### config.mk
export PLATFORM = sky130hd
export DESIGN_NAME = http_request_framer
export DESIGN_NICKNAME = d
export VERILOG_FILES = /design/src/hw/rtl/hrf_pkg.sv /design/src/hw/rtl/hrf_in_reg.sv /design/src/hw/rtl/hrf_core.sv /design/src/hw/rtl/hrf_out_reg.sv /design/src/hw/rtl/http_request_framer.sv
export SDC_FILE = /design/constraint.sdc
export NUM_CORES = 1
export LEC_CHECK = 0
export ABC_AREA = 1
export BUFFER_PORTS_ARGS = -buffer_cell sky130_fd_sc_hd__buf_4
export CAP_MARGIN = 30
export CORE_MARGIN = 2
export CORE_UTILIZATION = 29
export CTS_CLUSTER_SIZE = 8
export DETAILED_ROUTE_END_ITERATION = 10
export PLACE_DENSITY_LB_ADDON = 0.08
export SYNTH_ARGS = -nofsm -noshare
export SYNTH_HDL_FRONTEND = slang
export SYNTH_SLANG_ARGS = --single-unit
### constraint.sdc
create_clock -name clk -period 19.15 [get_ports clk]
set_input_delay 0.9575 -clock clk [delete_from_list [all_inputs] [get_ports clk]]
set_output_delay 0.9575 -clock clk [all_outputs]
set_load 0.1 [all_outputs]
### src/hw/rtl/hrf_pkg.sv
// Shared types, constants and the keyword table of the HTTP request framer.
// No dependencies; every other file of the block imports this package.
package hrf_pkg;

  localparam int FIELD_W       = 21;
  localparam int MAX_BYTES_DEF = 1048576;
  localparam int ADDR_W        = 3;
  localparam int DATA_W        = 32;
  localparam int KEY_LEN       = 15;
  localparam int KEY_W         = 4;

  localparam logic [FIELD_W-1:0] MAX_SIZE_RST = 21'd1048576;

  // Register indexes of the configuration port (index = paddr[2]).
  localparam logic REG_MAX_SIZE = 1'b0;

  // Result status codes.
  localparam logic [1:0] ST_OK       = 2'd0;
  localparam logic [1:0] ST_OVERFLOW = 2'd1;
  localparam logic [1:0] ST_BAD_LEN  = 2'd2;

  // Phases of the Content-Length value parser.
  localparam logic [1:0] PH_IDLE  = 2'd0;
  localparam logic [1:0] PH_LEAD  = 2'd1;
  localparam logic [1:0] PH_DIGIT = 2'd2;
  localparam logic [1:0] PH_TRAIL = 2'd3;

  // Progress through CR LF CR LF.
  localparam logic [1:0] BL_NONE  = 2'd0;
  localparam logic [1:0] BL_CR    = 2'd1;
  localparam logic [1:0] BL_CRLF  = 2'd2;
  localparam logic [1:0] BL_CRLFCR = 2'd3;

  localparam logic [7:0] CH_CR    = 8'h0d;
  localparam logic [7:0] CH_LF    = 8'h0a;
  localparam logic [7:0] CH_SPACE = 8'h20;
  localparam logic [7:0] CH_ZERO  = 8'h30;
  localparam logic [7:0] CH_NINE  = 8'h39;
  localparam logic [7:0] CH_UPA   = 8'h41;
  localparam logic [7:0] CH_UPZ   = 8'h5a;

  typedef struct packed {
    logic [1:0]         status;
    logic [FIELD_W-1:0] header_length;
    logic [FIELD_W-1:0] body_length;
  } hrf_res_t;

  // Lower-case text of "content-length:", one character per position.
  function automatic logic [7:0] key_char(input logic [KEY_W-1:0] idx);
    logic [7:0] c;
    case (idx)
      4'd0:    c = 8'h63; // c
      4'd1:    c = 8'h6f; // o
      4'd2:    c = 8'h6e; // n
      4'd3:    c = 8'h74; // t
      4'd4:    c = 8'h65; // e
      4'd5:    c = 8'h6e; // n
      4'd6:    c = 8'h74; // t
      4'd7:    c = 8'h2d; // -
      4'd8:    c = 8'h6c; // l
      4'd9:    c = 8'h65; // e
      4'd10:   c = 8'h6e; // n
      4'd11:   c = 8'h67; // g
      4'd12:   c = 8'h74; // t
      4'd13:   c = 8'h68; // h
      4'd14:   c = 8'h3a; // :
      default: c = 8'h00;
    endcase
    return c;
  endfunction

endpackage

### src/hw/rtl/hrf_in_reg.sv
// Input register of the HTTP request framer: holds one byte for the parser.
// Depends on hrf_pkg.
module hrf_in_reg
  import hrf_pkg::*;
(
  input  logic       clk,
  input  logic       rst_n,
  input  logic       in_valid,
  output logic       in_ready,
  input  logic [7:0] in_data_byte,
  input  logic       advance,
  output logic       s1_valid,
  output logic [7:0] s1_byte
);

  logic       s1_valid_r, s1_valid_nxt;
  logic [7:0] s1_byte_r;

  assign in_ready     = !s1_valid_r || advance;
  assign s1_valid_nxt = (in_valid && in_ready) || (s1_valid_r && !advance);

  always_ff @(posedge clk) begin
    if (!rst_n) begin
      s1_valid_r <= 1'b0;
    end else begin
      s1_valid_r <= s1_valid_nxt;
    end
  end

  always_ff @(posedge clk) begin
    if (in_valid && in_ready) begin
      s1_byte_r <= in_data_byte;
    end
  end

  assign s1_valid = s1_valid_r;
  assign s1_byte  = s1_byte_r;

endmodule

### src/hw/rtl/hrf_core.sv
// Framing state and next-state logic of the HTTP request framer.
// Depends on hrf_pkg.
module hrf_core
  import hrf_pkg::*;
#(
  parameter int MAX_BYTES = MAX_BYTES_DEF
) (
  input  logic               clk,
  input  logic               rst_n,
  input  logic               step,
  input  logic [7:0]         data,
  input  logic [FIELD_W-1:0] max_size,
  output logic               res_valid,
  output hrf_res_t           res
);

  localparam int VAL_W = $clog2(MAX_BYTES + 1);
  localparam int NV_W  = VAL_W + 4;
  localparam int SUM_W = ((VAL_W > FIELD_W) ? VAL_W : FIELD_W) + 1;
  localparam logic [NV_W-1:0] MAX_NV = NV_W'(MAX_BYTES);

  logic [FIELD_W-1:0] byte_count_r, byte_count_nxt;
  logic [1:0]         blank_r, blank_nxt;
  logic [KEY_W-1:0]   key_r, key_nxt;
  logic [1:0]         phase_r, phase_nxt;
  logic               found_r, found_nxt;
  logic [VAL_W-1:0]   value_r, value_nxt;
  logic               saw_cr_r, saw_cr_nxt;
  logic               hdr_done_r, hdr_done_nxt;
  logic [FIELD_W-1:0] hdr_bytes_r, hdr_bytes_nxt;
  logic [VAL_W-1:0]   body_rem_r, body_rem_nxt;

  logic [FIELD_W-1:0] lim;
  logic [FIELD_W:0]   cnt_inc;
  logic [7:0]         lc;
  logic               is_digit;
  logic [NV_W-1:0]    nv;
  logic [VAL_W-1:0]   rem_dec;
  logic [SUM_W-1:0]   total;
  logic               bad;
  logic               clear;

  // Effective size limit is the register clamped to the build-time maximum.
  assign lim = (32'(max_size) > 32'(MAX_BYTES)) ? FIELD_W'(MAX_BYTES) : max_size;

  assign cnt_inc  = {1'b0, byte_count_r} + {{FIELD_W{1'b0}}, 1'b1};
  assign lc       = (data >= CH_UPA && data <= CH_UPZ) ? (data | 8'h20) : data;
  assign is_digit = (data >= CH_ZERO) && (data <= CH_NINE);
  // value * 10 + digit, as two shifts and two adds.
  assign nv = ({4'b0, value_r} << 3) + ({4'b0, value_r} << 1) + NV_W'(data[3:0]);
  assign rem_dec = body_rem_r - VAL_W'(body_rem_r != '0);
  assign total   = SUM_W'(cnt_inc[FIELD_W-1:0]) + SUM_W'(value_r);

  always_comb begin
    byte_count_nxt = byte_count_r;
    blank_nxt      = blank_r;
    key_nxt        = key_r;
    phase_nxt      = phase_r;
    found_nxt      = found_r;
    value_nxt      = value_r;
    saw_cr_nxt     = saw_cr_r;
    hdr_done_nxt   = hdr_done_r;
    hdr_bytes_nxt  = hdr_bytes_r;
    body_rem_nxt   = body_rem_r;
    res_valid      = 1'b0;
    res            = '0;
    bad            = 1'b0;
    clear          = 1'b0;

    if (step) begin
      if (hdr_done_r) begin
        body_rem_nxt = rem_dec;
        if (rem_dec == '0) begin
          res_valid         = 1'b1;
          res.status        = ST_OK;
          res.header_length = hdr_bytes_r;
          res.body_length   = FIELD_W'(value_r);
          clear             = 1'b1;
        end
      end else if (cnt_inc > {1'b0, lim}) begin
        res_valid  = 1'b1;
        res.status = ST_OVERFLOW;
        clear      = 1'b1;
      end else begin
        byte_count_nxt = cnt_inc[FIELD_W-1:0];

        if (!found_r) begin
          if (key_r != KEY_W'(KEY_LEN) && lc == key_char(key_r)) begin
            key_nxt = key_r + KEY_W'(1);
          end else begin
            key_nxt = (lc == key_char('0)) ? KEY_W'(1) : '0;
          end
          if (key_nxt == KEY_W'(KEY_LEN)) begin
            found_nxt = 1'b1;
            phase_nxt = PH_LEAD;
            value_nxt = '0;
          end
        end else if (phase_r != PH_IDLE) begin
          if (saw_cr_r) begin
            if (data == CH_LF) begin
              phase_nxt  = PH_IDLE;
              saw_cr_nxt = 1'b0;
            end else begin
              bad = 1'b1;
            end
          end else if (data == CH_CR) begin
            if (phase_r == PH_LEAD) bad = 1'b1;
            else saw_cr_nxt = 1'b1;
          end else if (is_digit) begin
            if (phase_r == PH_TRAIL || nv > MAX_NV) begin
              bad = 1'b1;
            end else begin
              value_nxt = nv[VAL_W-1:0];
              phase_nxt = PH_DIGIT;
            end
          end else if (data <= CH_SPACE) begin
            if (phase_r == PH_DIGIT) phase_nxt = PH_TRAIL;
          end else begin
            bad = 1'b1;
          end
        end

        if (bad) begin
          res_valid  = 1'b1;
          res.status = ST_BAD_LEN;
          clear      = 1'b1;
        end else if (data == CH_CR) begin
          blank_nxt = (blank_r == BL_CRLF) ? BL_CRLFCR : BL_CR;
        end else if (data == CH_LF && (blank_r == BL_CR || blank_r == BL_CRLFCR)) begin
          if (blank_r == BL_CRLFCR) begin
            // End of header; the value can no longer change here.
            if (total > SUM_W'(lim)) begin
              res_valid  = 1'b1;
              res.status = ST_OVERFLOW;
              clear      = 1'b1;
            end else if (value_r == '0) begin
              res_valid         = 1'b1;
              res.status        = ST_OK;
              res.header_length = cnt_inc[FIELD_W-1:0];
              clear             = 1'b1;
            end else begin
              blank_nxt     = BL_NONE;
              hdr_done_nxt  = 1'b1;
              hdr_bytes_nxt = cnt_inc[FIELD_W-1:0];
              body_rem_nxt  = value_r;
            end
          end else begin
            blank_nxt = BL_CRLF;
          end
        end else begin
          blank_nxt = BL_NONE;
        end
      end

      if (clear) begin
        byte_count_nxt = '0;
        blank_nxt      = BL_NONE;
        key_nxt        = '0;
        phase_nxt      = PH_IDLE;
        found_nxt      = 1'b0;
        value_nxt      = '0;
        saw_cr_nxt     = 1'b0;
        hdr_done_nxt   = 1'b0;
        hdr_bytes_nxt  = '0;
        body_rem_nxt   = '0;
      end
    end
  end

  always_ff @(posedge clk) begin
    if (!rst_n) begin
      byte_count_r <= '0;
      blank_r      <= BL_NONE;
      key_r        <= '0;
      phase_r      <= PH_IDLE;
      found_r      <= 1'b0;
      value_r      <= '0;
      saw_cr_r     <= 1'b0;
      hdr_done_r   <= 1'b0;
      hdr_bytes_r  <= '0;
      body_rem_r   <= '0;
    end else begin
      byte_count_r <= byte_count_nxt;
      blank_r      <= blank_nxt;
      key_r        <= key_nxt;
      phase_r      <= phase_nxt;
      found_r      <= found_nxt;
      value_r      <= value_nxt;
      saw_cr_r     <= saw_cr_nxt;
      hdr_done_r   <= hdr_done_nxt;
      hdr_bytes_r  <= hdr_bytes_nxt;
      body_rem_r   <= body_rem_nxt;
    end
  end

endmodule

### src/hw/rtl/hrf_out_reg.sv
// Result register of the HTTP request framer, decoupling it from the consumer.
// Depends on hrf_pkg.
module hrf_out_reg
  import hrf_pkg::*;
(
  input  logic               clk,
  input  logic               rst_n,
  input  logic               res_valid,
  input  hrf_res_t           res,
  output logic               can_load,
  output logic               out_valid,
  input  logic               out_ready,
  output logic [1:0]         out_status,
  output logic [FIELD_W-1:0] out_header_length,
  output logic [FIELD_W-1:0] out_body_length
);

  logic     out_valid_r, out_valid_nxt;
  hrf_res_t res_r;

  assign can_load      = !out_valid_r || out_ready;
  assign out_valid_nxt = res_valid || (out_valid_r && !out_ready);

  always_ff @(posedge clk) begin
    if (!rst_n) begin
      out_valid_r <= 1'b0;
    end else begin
      out_valid_r <= out_valid_nxt;
    end
  end

  always_ff @(posedge clk) begin
    if (res_valid) begin
      res_r <= res;
    end
  end

  assign out_valid         = out_valid_r;
  assign out_status        = res_r.status;
  assign out_header_length = res_r.header_length;
  assign out_body_length   = res_r.body_length;

endmodule

### src/hw/rtl/http_request_framer.sv
// HTTP request framer. Bytes of a request stream enter one per beat on the
// input channel. The block finds the end of each header (CR LF CR LF), picks
// up the first "Content-Length:" in the header (letter case ignored), parses
// its decimal value with blanks allowed around the digits, counts that many
// body bytes and then delivers one result beat: status 0 with the header and
// body lengths. A malformed value gives status 2, and a message larger than
// the max_message_size register (clamped to MAX_BYTES) gives status 1; both
// carry zero lengths and drop the partial message, so the next byte starts a
// new one. Beats that do not finish or break a message produce no result.
// One byte is accepted every clock cycle for as long as the result side keeps
// up; the rate is set by the single parser step between the input register
// and the result register. The beat that completes a message passes the input
// register and the parser, and its result is then held in the output register.
// If a result waits on the output, the byte held in the input register is
// parsed only once the output register is freed, so the input stalls then.
// No memory is used, so the block is ready right after reset.
// Register map: max_message_size at byte address 0 (bits 20:0).
// Depends on hrf_pkg, hrf_in_reg, hrf_core and hrf_out_reg.
module http_request_framer
  import hrf_pkg::*;
#(
  parameter int MAX_BYTES = MAX_BYTES_DEF
) (
  input  logic               clk,
  input  logic               rst_n,
  // Byte stream.
  input  logic               in_valid,
  output logic               in_ready,
  input  logic [7:0]         in_data_byte,
  // Results.
  output logic               out_valid,
  input  logic               out_ready,
  output logic [1:0]         out_status,
  output logic [FIELD_W-1:0] out_header_length,
  output logic [FIELD_W-1:0] out_body_length,
  // Configuration.
  input  logic               psel,
  input  logic               penable,
  input  logic               pwrite,
  input  logic [ADDR_W-1:0]  paddr,
  input  logic [DATA_W-1:0]  pwdata,
  output logic [DATA_W-1:0]  prdata,
  output logic               pready
);

  logic [FIELD_W-1:0] max_size_r;
  logic               cfg_wr;
  logic               s1_valid;
  logic [7:0]         s1_byte;
  logic               can_load;
  logic               step;
  logic               res_valid;
  hrf_res_t           res;

  // The register is written in the access phase; pready never stalls.
  assign pready = 1'b1;
  assign cfg_wr = psel && penable && pwrite && (paddr[2] == REG_MAX_SIZE);
  assign prdata = (paddr[2] == REG_MAX_SIZE) ? DATA_W'(max_size_r) : '0;

  always_ff @(posedge clk) begin
    if (!rst_n) begin
      max_size_r <= MAX_SIZE_RST;
    end else if (cfg_wr) begin
      max_size_r <= pwdata[FIELD_W-1:0];
    end
  end

  // The parser takes the held byte whenever the result register can absorb
  // whatever result that byte may produce.
  assign step = s1_valid && can_load;

  hrf_in_reg u_in (
    .clk          (clk),
    .rst_n        (rst_n),
    .in_valid     (in_valid),
    .in_ready     (in_ready),
    .in_data_byte (in_data_byte),
    .advance      (step),
    .s1_valid     (s1_valid),
    .s1_byte      (s1_byte)
  );

  hrf_core #(
    .MAX_BYTES (MAX_BYTES)
  ) u_core (
    .clk       (clk),
    .rst_n     (rst_n),
    .step      (step),
    .data      (s1_byte),
    .max_size  (max_size_r),
    .res_valid (res_valid),
    .res       (res)
  );

  hrf_out_reg u_out (
    .clk               (clk),
    .rst_n             (rst_n),
    .res_valid         (res_valid),
    .res               (res),
    .can_load          (can_load),
    .out_valid         (out_valid),
    .out_ready         (out_ready),
    .out_status        (out_status),
    .out_header_length (out_header_length),
    .out_body_length   (out_body_length)
  );

endmodule

== After elaboration in Yosys (flattened, before gate mapping) ==
Memory sizes are Yosys's and may differ from the RTL's. A register that Yosys moved wholly into a read port is not among the register bits.
Cells that the tools add are included.
Operators by class
  bitwise gates (word level): 1
  eq/ne operators: 36
  add/subtract/negate cells: 6
  $lt $le $gt $ge: 9
  muxes and demuxes: 130
  reductions and logical operators: 41
Operators by type and width (count)
  $mux W21: 37
  $mux W23: 4
  $mux W2: 25
  $mux W1: 47
  $gt A22 B21 Y1: 2
  $mux W4: 11
  $logic_not A21 Y1: 2
  $mux W42: 1
  $mux W8: 4
  $add A24 B22 Y25: 1
  $add A25 B4 Y25: 1
  $gt A25 B21 Y1 const B: 1
  $add A21 B1 Y22 const B: 1
  $add A21 B21 Y22: 1
  $gt A21 B21 Y1 const B: 1
  $reduce_bool A21 Y1: 1
  $sub A21 B1 Y21: 1
  $reduce_and A9 Y1: 2
  $eq A8 B4 Y1 const B: 2
  $le A8 B6 Y1 const B: 2
  $ne A3 B2 Y1 const B: 5
  $ne A3 B3 Y1 const B: 5
  $ne A5 B5 Y1 const B: 3
  $ne A2 B2 Y1 const B: 7
  other kinds (24): 56
Storage, ports and cells
  bits of input ports: 50
  bits in read-only memories: 112
  memories: 1
  output and inout bits: 79
  logic and storage cells: 241
  register bits: 170
Memories
  (no name shown): words 16, bits a word 7, rd ports 1, clocked after memory_dff 1, wr ports 0, line hrf_pkg.sv:51  | case (idx)

== Depth between registers and ports, before layout ==
Gate-level depths: netlist of run 1.
  word-level depth: 21
  mapped depth: 44
  depth with buffers taken out: 44

== By module ==
Synthesis of run 1 repeated with hierarchy kept, for this count alone.
Second synthesis, totals
  cell total of the unflattened synthesis: 1904
  area, all modules: 13223.9 µm²
By module, submodules not included
  hrf_core: area each 10388.7 µm², cells each 1640, times used 1, sequential area each 2042.0 µm²
  hrf_out_reg: area each 1367.6 µm², cells each 50, times used 1, sequential area each 1341.3 µm²
  http_request_framer: area each 1176.1 µm², cells each 199, times used 1, sequential area each 420.4 µm²
  hrf_in_reg: area each 291.5 µm², cells each 15, times used 1, sequential area each 260.2 µm²

== Worst setup path after synthesis of run 1 ==
OpenSTA, ideal clock, no wires.
  path type: reg-to-reg
  start point: register u_core.byte_count_r[0]
  end point: register u_core.hdr_done_r
  slack: 12259 ps
  required time: 19018 ps
  stages on the path, launching flop included: 35
  data arrival time: 6758 ps
  library setup time: 132 ps
  cells stage by stage: dfxtp_1 -> nand3_1 -> nor2_1 -> inv_1 -> nor2_2 -> xor2_1 -> inv_1 -> ha_1 -> a21oi_1 -> a21boi_0 -> o21ai_0 -> a21boi_0 -> o21ai_0 -> a21boi_0 -> o21ai_0 -> a21oi_1 -> o21bai_1 -> a21o_1 -> a21oi_1 -> xnor2_1 -> ha_1 -> inv_1 -> nor2_1 -> nand4_1 -> a21boi_0 -> nor2_1 -> nand2_1 -> a21oi_2 -> nand2_2 -> nand2_2 -> buf_6 -> nor2_1 -> inv_1 -> nand2_1 -> a21oi_1
On the way
  word-level cells in the longest chain between the ends: 12
Ends and longest elaborated chain
  from (decl): line hrf_core.sv:22  | logic [FIELD_W-1:0] byte_count_r, byte_count_nxt;
  from (signal assigned): line hrf_core.sv:183  | byte_count_r <= byte_count_nxt;
  $add A21 B1 Y22 *: line hrf_core.sv:46  | assign cnt_inc = {1'b0, byte_count_r} + {{FIELD_W{1'b0}}, 1'b1};
  $add A21 B21 Y22: line hrf_core.sv:52  | assign total = SUM_W'(cnt_inc[FIELD_W-1:0]) + SUM_W'(value_r);
  $gt A22 B21 Y1: line hrf_core.sv:132  | if (total > SUM_W'(lim)) begin
  $mux W1: line hrf_core.sv:132
  $mux W1: line hrf_core.sv:130  | if (blank_r == BL_CRLFCR) begin
  $mux W1: line hrf_core.sv:129  | end else if (data == CH_LF && (blank_r == BL_CR || blank_r == BL_CRLFCR)) begin
  $mux W1: line hrf_core.sv:127  | end else if (data == CH_CR) begin
  $mux W1: line hrf_core.sv:123  | if (bad) begin
  $mux W1: line hrf_core.sv:80  | end else if (cnt_inc > {1'b0, lim}) begin
  $mux W1: line hrf_core.sv:71  | if (hdr_done_r) begin
  $mux W1: line hrf_core.sv:70  | if (step) begin
  $mux W1 *: line hrf_core.sv:155  | if (clear) begin
  to (signal assigned): line hrf_core.sv:190  | hdr_done_r <= hdr_done_nxt;
  to (decl): line hrf_core.sv:29  | logic hdr_done_r, hdr_done_nxt;
Mark *: on every way between the ends. The rest lies on a longest branch, timed or not. The select of a mux whose other input is x is not followed.
A chain may end at the register's enable or synchronous reset.

==> flow_metrics.env, run 1 <==
export IMPL_status="finished clean"
export IMPL_detail_route_antenna_nets=0
export IMPL_hp_start="u_core.hdr_bytes_r[2]"
export IMPL_p_clk_share_pct=37.7
export IMPL_io_buffers=103
export IMPL_drt_wl_total_um=40800
export IMPL_synth_cell_types=56
export IMPL_drtIter0Drc=652
export IMPL_crit_path_end_kind="flop"
export IMPL_initial_core_util_pct=29.3
export IMPL_min_path_type="flop to flop"
export IMPL_clock_sinks=177
export IMPL_post_route_period_util_pct=43.2
export IMPL_maxCapViolations=0
export IMPL_synth_ff_type="dfxtp_1"
export IMPL_crit_buf_inv=5
export IMPL_antenna_found_initial=0
export IMPL_seqCellArea_mm2=0.00406
export IMPL_fin_skew_ns=0.0134
export IMPL_leakage_uw=0.00668
export IMPL_cts_root_buf="clkbuf_16"
export IMPL_layout_drive_gt1_share_pct=10.5
export IMPL_hold_end="u_core.hdr_bytes_r[2]"
export IMPL_cp_data_arrival_time_ns=8.60
export IMPL_syn_inst=1774
export IMPL_antenna_cells=0
export IMPL_critPathTopFamily="simple AND/OR/NAND/NOR gates"
export IMPL_combPwrFrac_pct=19.2
export IMPL_cts_tree="done"
export IMPL_htree_levels=4
export IMPL_postCtsSetupBuffers=0
export IMPL_p_sw_uw=312
export IMPL_async_reset_ff_share_pct=0
export IMPL_slew_headroom_pct=31.8
export IMPL_worstSkewPairLatency_ns=0.45
export IMPL_clk_pin_slew_ns=0.08
export IMPL_drc_errors=0
export IMPL_numCtsBuffers=17
export IMPL_die_area_mm2=0.0452
export IMPL_gp_congestion=0.869
export IMPL_fin_util_pct=33.6
export IMPL_ys_warn_count=0
export IMPL_nets=2013
export IMPL_hold_viol=0
export IMPL_yosys_top_cells_area="dfxtp_1, edfxtp_1, ha_1"
export IMPL_grt_overflow=0
export IMPL_die_width_um=213
export IMPL_synth_most_common_cell="nand2_1"
export IMPL_syn_area_per_cell_um2=7.12
export IMPL_setup_viol=0
export IMPL_critical_path_slowest_cell="xor2_1"
export IMPL_power_frac_seq_pct=43.1
export IMPL_cp_common_cell="nand2_1"
export IMPL_slew_violations=0
export IMPL_dp_hpwl_um=31300
export IMPL_reg2reg_slack_ns=10.88
export IMPL_finalSetupTns_ns=0
export IMPL_vias_per_cell=4.76
export IMPL_cellPowerDensity_mw_per_mm2=64.9
export IMPL_netlist_area_mm2=0.0126
export IMPL_grt_pass1_vias=11200
export IMPL_reg2reg_from="u_core.byte_count_r[0]"
export IMPL_ioPinCount=129
export IMPL_area_growth_synth_to_final_pct=14.5
export IMPL_start_kind="flop"
export IMPL_nFillCells=4661
export IMPL_clock_fmax_ghz=0.121
export IMPL_whs_path_depth=2
export IMPL_rsz0062_at_grt="no"
export IMPL_yosysTopAreaCell="dfxtp_1"
export IMPL_fp_dieH_um=213
export IMPL_synth_edf_count=52
export IMPL_tightest_slew_ns=1.02
export IMPL_dr_pass1_iters=5
export IMPL_synth_top_area_share_pct=19.8
export IMPL_grt_use_total_pct=18.3
export IMPL_vias=11600
export IMPL_ir_drop_mv=0.0569
export IMPL_ys_ff_latch=177
export IMPL_switching_share_pct=33.2
export IMPL_multiInputGateArea_mm2=0.00738
export IMPL_wl_per_cell_um=16.7
export IMPL_slowest_delay_ns=0.55
export IMPL_coreArea_mm2=0.0431
export IMPL_fin_crit_ns=8.27
export IMPL_cts_buffer_depth=2
export IMPL_yosysSeqAreaShare_pct=32.2
export IMPL_grt_max_degree=94
export IMPL_post_cts_resized=0
export IMPL_synth_common_cells="nand2_1, nor2_1, inv_1, a21oi_1, dfxtp_1"
export IMPL_num_rows=76
export IMPL_hold_buffers=0
export IMPL_worstPathMaxFanout=29
export IMPL_internal_power_uw=628
export IMPL_cp_required_ns=19.48
export IMPL_grt_pass1_wl_um=63500
export IMPL_reg2reg_depth=39
export IMPL_setup_worst_path_class="flop to flop"
## tightest hold or removal path, stage by stage (launching register included)
cell and delay (ns):
dfxtp_1 0.32, nand2_1 0.06, a21oi_1 0.05
## logic make-up (layout without fill, tap and decap cells)
family / count (synthesis) / after routing / synth area share [%]
simple gates: 795 / 795 / 27.1
buf+inv: 295 / 369 / 9.80
flops: 177 / 177 / 32.2
compound gates: 335 / 335 / 15.3
fa+ha+maj: 118 / 118 / 11.9
other cells: 2 / 12 / 0.0595
xor+xnor: 52 / 52 / 3.66
## power by group through the flow
stage | Combinational [uW] | Clock, uW | Sequential [uW]
floorplan | 132 | 0 | 415
global placement | 180 | 0 | 414
detailed placement | 181 | 0 | 414
CTS | 182 | 364 | 405
global route | 203 | 376 | 406
finish | 181 | 354 | 405
## worst max-delay path by stage
stage | start | end | slack, ns | cells past startpoint
6_report | u_core.byte_count_r[0] | flop | 10.88 | 39
2_1_floorplan | u_core.byte_count_r[0] | u_core.hdr_done_r | 12.26 | 34
4_1_cts | u_core.byte_count_r[0] | flop | 10.73 | 39
5_1_grt | u_core.byte_count_r[0] | flop | 9.90 | 39
3_5_place_dp | u_core.byte_count_r[0] | flop | 10.76 | 39
3_3_place_gp | u_core.byte_count_r[0] | flop | 10.85 | 39
## cells in the final DEF (no fill, tap or decap), types with 19 or more instances in the layout
master,instances
a211oi_1,19
dfxtp_1,125
a21oi_1,137
xor2_1,39
inv_1,221
nor3_1,21
nand4_1,40
nand2_1,314
a32o_1,19
nor2_1,279
o21ai_0,100
o21ai_1,22
ha_1,115
nand3_1,76
buf_4,108
edfxtp_1,52
## flip-flops by register name (all words and copies together) (netlist names), 4 cells and up, named ones only
signal / flops
u_out.out_header_length: 21
u_core.body_rem_r: 21
u_core.hdr_bytes_r: 21
u_core.byte_count_r: 21
u_core.value_r: 21
u_out.out_body_length: 21
u_core.key_r: 4
max_size_r: 21
u_in.s1_byte: 8
## area by class of cell
cell class	instances	share of cell area, %
clock buffer	18	3.04
clock inverter	14	0.960
inverter	227	5.89
multi-input combinational	1312	51.0
sequential	177	28.1
tap	585	5.06
timing repair buffer	110	5.98
## metal layers
metal / part of all wire, % / up-vias / GRT usage [%]
met2: 43 / 213 / 28.3
met5: 0 / - / 0
li1: - / 6034 / -
met1: 52 / 5360 / 26.7
met4: 1.8 / 0 / 5.06
met3: 3.2 / 33 / 2.28
## metrics by stage
step           hold WS (ns)  power (uW)  worst slack [ns]  instance area [um2]  cells
2_1_floorplan         0.439         547             12.26                12700   1784
3_3_place_gp          0.451         593             10.85                13800   2409
3_5_place_dp          0.456         595             10.76                13900   2411
4_1_cts               0.469         951             10.73                14500   2443
5_1_grt               0.483         985              9.90                14500   2443
6_report              0.471         939             10.88                14500   2443
Note: power is estimated with default switching activity, not from simulation.
==> run 2: changes to the inputs <==
ABC_AREA = 0   (was 1)
clock period = 6.8 ns   (was 19.15 ns; I/O delays follow)
==> run 2 against run 1 <==
Sequential power grew to 2.7 times the previous value; maximum frequency increased by 30%; synthesized cell count fell by 15%; global-route usage is 0.83 points higher; largest power group unchanged.
==> flow_metrics.env, run 2 <==
export IMPL_worst_path_stages=33
export IMPL_synth_common_cells="nand2_1, a21oi_1, nor2_1, dfxtp_1, ha_1"
export IMPL_whs_path_depth=1
export IMPL_fin_crit_ns=6.38
export IMPL_crit_path_end_kind="flop"
export IMPL_fp_dieH_um=210
export IMPL_detail_route_antenna_nets=0
export IMPL_vias=11300
export IMPL_clock_fmax_ghz=0.157
export IMPL_antenna_found_initial=2
export IMPL_synth_edf_count=52
export IMPL_clock_sinks=177
export IMPL_ioPinCount=129
export IMPL_status="finished clean"
export IMPL_netlist_area_mm2=0.0123
export IMPL_critical_path_slowest_cell="or4_1"
export IMPL_seqCellArea_mm2=0.00408
export IMPL_die_area_mm2=0.0442
export IMPL_grt_overflow=0
export IMPL_area_growth_synth_to_final_pct=22.3
export IMPL_grt_pass1_wl_um=64900
export IMPL_cellPowerDensity_mw_per_mm2=156
export IMPL_finalInstanceArea_mm2=0.0151
export IMPL_dr_pass1_iters=5
export IMPL_synth_ff_type="dfxtp_1"
export IMPL_grt_use_total_pct=19.2
export IMPL_drt_wl_total_um=42100
export IMPL_wl_per_cell_um=19.2
export IMPL_nFillCells=4416
export IMPL_finalPower_uw=2350
export IMPL_fin_skew_ns=0.0223
export IMPL_cts_root_buf="clkbuf_16"
export IMPL_htree_levels=4
export IMPL_layout_cells_most_common="buf_4"
export IMPL_ys_warn_count=0
export IMPL_critPathTopFamily="compound AO/OA/AOI/OAI gates"
export IMPL_io_buffers=103
export IMPL_yosysTopAreaCell="dfxtp_1"
export IMPL_setup_worst_path_class="flop to flop"
export IMPL_hold_slack_ns=0.0650
export IMPL_post_route_period_util_pct=93.8
export IMPL_start_kind="flop"
export IMPL_synth_cell_types=82
export IMPL_p_sw_uw=674
export IMPL_cp_required_ns=7.13
export IMPL_syn_inst=1508
export IMPL_async_reset_ff_share_pct=0
export IMPL_maxCapViolations=0
export IMPL_combPwrFrac_pct=8.3
export IMPL_drc_errors=0
export IMPL_hold_viol=0
export IMPL_layout_drive_gt1_share_pct=18.6
export IMPL_slew_headroom_pct=38.8
export IMPL_cts_buffer_depth=2
export IMPL_yosys_top_cells_area="dfxtp_1, edfxtp_1, ha_1"
export IMPL_synth_most_common_cell="nand2_1"
export IMPL_switching_share_pct=28.7
export IMPL_power_frac_seq_pct=46.8
export IMPL_cp_common_cell="nand2_1"
export IMPL_initial_core_util_pct=29.4
export IMPL_die_width_um=210
export IMPL_clk_pin_slew_ns=0.08
export IMPL_ir_drop_mv=0.171
export IMPL_crit_buf_inv=3
export IMPL_setup_viol=0
export IMPL_slowest_delay_ns=0.52
export IMPL_hold_buffers=0
export IMPL_dp_hpwl_um=31600
export IMPL_internal_power_uw=1680
export IMPL_grt_max_degree=66
export IMPL_reg2reg_depth=33
export IMPL_cp_data_arrival_time_ns=6.71
export IMPL_grt_pass1_vias=10800
export IMPL_worstSkewPairLatency_ns=0.46
export IMPL_numCtsBuffers=17
export IMPL_tightest_slew_ns=0.913
export IMPL_final_cell_mix="buf_4, nand2_1, a21oi_1"
export IMPL_nets=1814
export IMPL_coreArea_mm2=0.0419
export IMPL_ys_ff_latch=177
export IMPL_num_rows=75
export IMPL_cts_tree="done"
export IMPL_p_clk_share_pct=44.9
export IMPL_vias_per_cell=5.16
export IMPL_worstPathMaxFanout=6
export IMPL_leakage_uw=0.00610
export IMPL_min_path_type="input port to flop"
export IMPL_drtIter0Drc=727
export IMPL_multiInputGateArea_mm2=0.00789
export IMPL_placed_area_mm2=0.0141
export IMPL_gp_congestion=0.842
export IMPL_synth_top_area_share_pct=20.3
export IMPL_syn_area_per_cell_um2=8.18
export IMPL_slew_violations=0
export IMPL_yosysSeqAreaShare_pct=33.0
-- run 2: cell types whose count changed in the layout (fill, tap and decap cells not counted), moves of 20 or more --
cell,delta
and2_1,+38
buf_4,+81
inv_1,-166
nand2_1,-130
nand3_1,-36
nor2_1,-154
nor2b_1,+31
o21ai_0,-42
or3_1,+32
xnor2_1,+20
-- run 2: logic make-up after synthesis --
logic type / Yosys count / synth area share (%)
AO/OA/AOI/OAI: 371 / 19.3
multiplexers: 6 / 0.497
other: 2 / 0.0609
adder cells (fa/ha/maj): 118 / 12.2
XOR/XNOR: 70 / 4.97
flip-flops: 177 / 33.0
buffers and inverters: 151 / 5.34
AND/OR/NAND/NOR: 613 / 24.7
-- run 2: final timing paths --
| check | start | endpoint | slack (ns) |
|---|---|---|---|
| min | in_data_byte[0] | u_in.s1_byte[0] | 0.06 |
| max | u_core.byte_count_r[0] | flop | 0.42 |
| min reg2reg | u_core.hdr_bytes_r[7] | u_core.hdr_bytes_r[7] | 0.46 |
| max reg2reg | u_core.byte_count_r[0] | flop | 0.42 |
-- run 2: power groups by stage --
stage	combinational, uW	sequential (uW)	clock, uW
2_1_floorplan	115	1140	0
4_1_cts	195	1100	1080
3_5_place_dp	195	1120	0
3_3_place_gp	192	1120	0
6_report	196	1100	1050
5_1_grt	210	1100	1120
-- run 2: metal layers --
| metal | up-vias | wire length (um) | global-route usage, % |
|---|---|---|---|
| li1 | 5700 | - | - |
| met1 | 5387 | 22300 | 29.3 |
| met2 | 236 | 17800 | 28.4 |
| met3 | 22 | 1510 | 2.56 |
| met4 | 0 | 487 | 4.18 |
| met5 | - | 0 | 0 |
-- run 2: repair_timing --
action | 4_1_cts | 5_1_grt
hold endpoints to repair | 0 | 0
gates cloned | 0 | 0
pin swaps | 1 | 24
gates resized for setup | 7 | 60
setup buffers | 0 | 10
setup endpoints to repair | 69 | 139
-- run 2: layout make-up --
| type | count | area share, % |
|---|---|---|
| multi-input combinational | 1190 | 52.3 |
| clock inverter | 15 | 1.27 |
| clock buffer | 17 | 2.82 |
| tap | 539 | 4.47 |
| sequential | 177 | 27.1 |
| inverter | 63 | 1.58 |
| antenna | 1 | 0.0166 |
| timing repair buffer | 197 | 10.5 |
-- run 2: per-stage QoR --
step	utilization (%)	TNS [ns]	setup WS, ns	instances
after floorplan	-	0	0.00863	1518
after global placement	33.6	-0.287	-0.195	2154
after detailed placement	33.7	-1.43	-0.300	2156
after CTS	35.2	0	0.0232	2188
after global routing	35.9	-0.00936	-0.00936	2198
final	35.9	0	0.421	2199
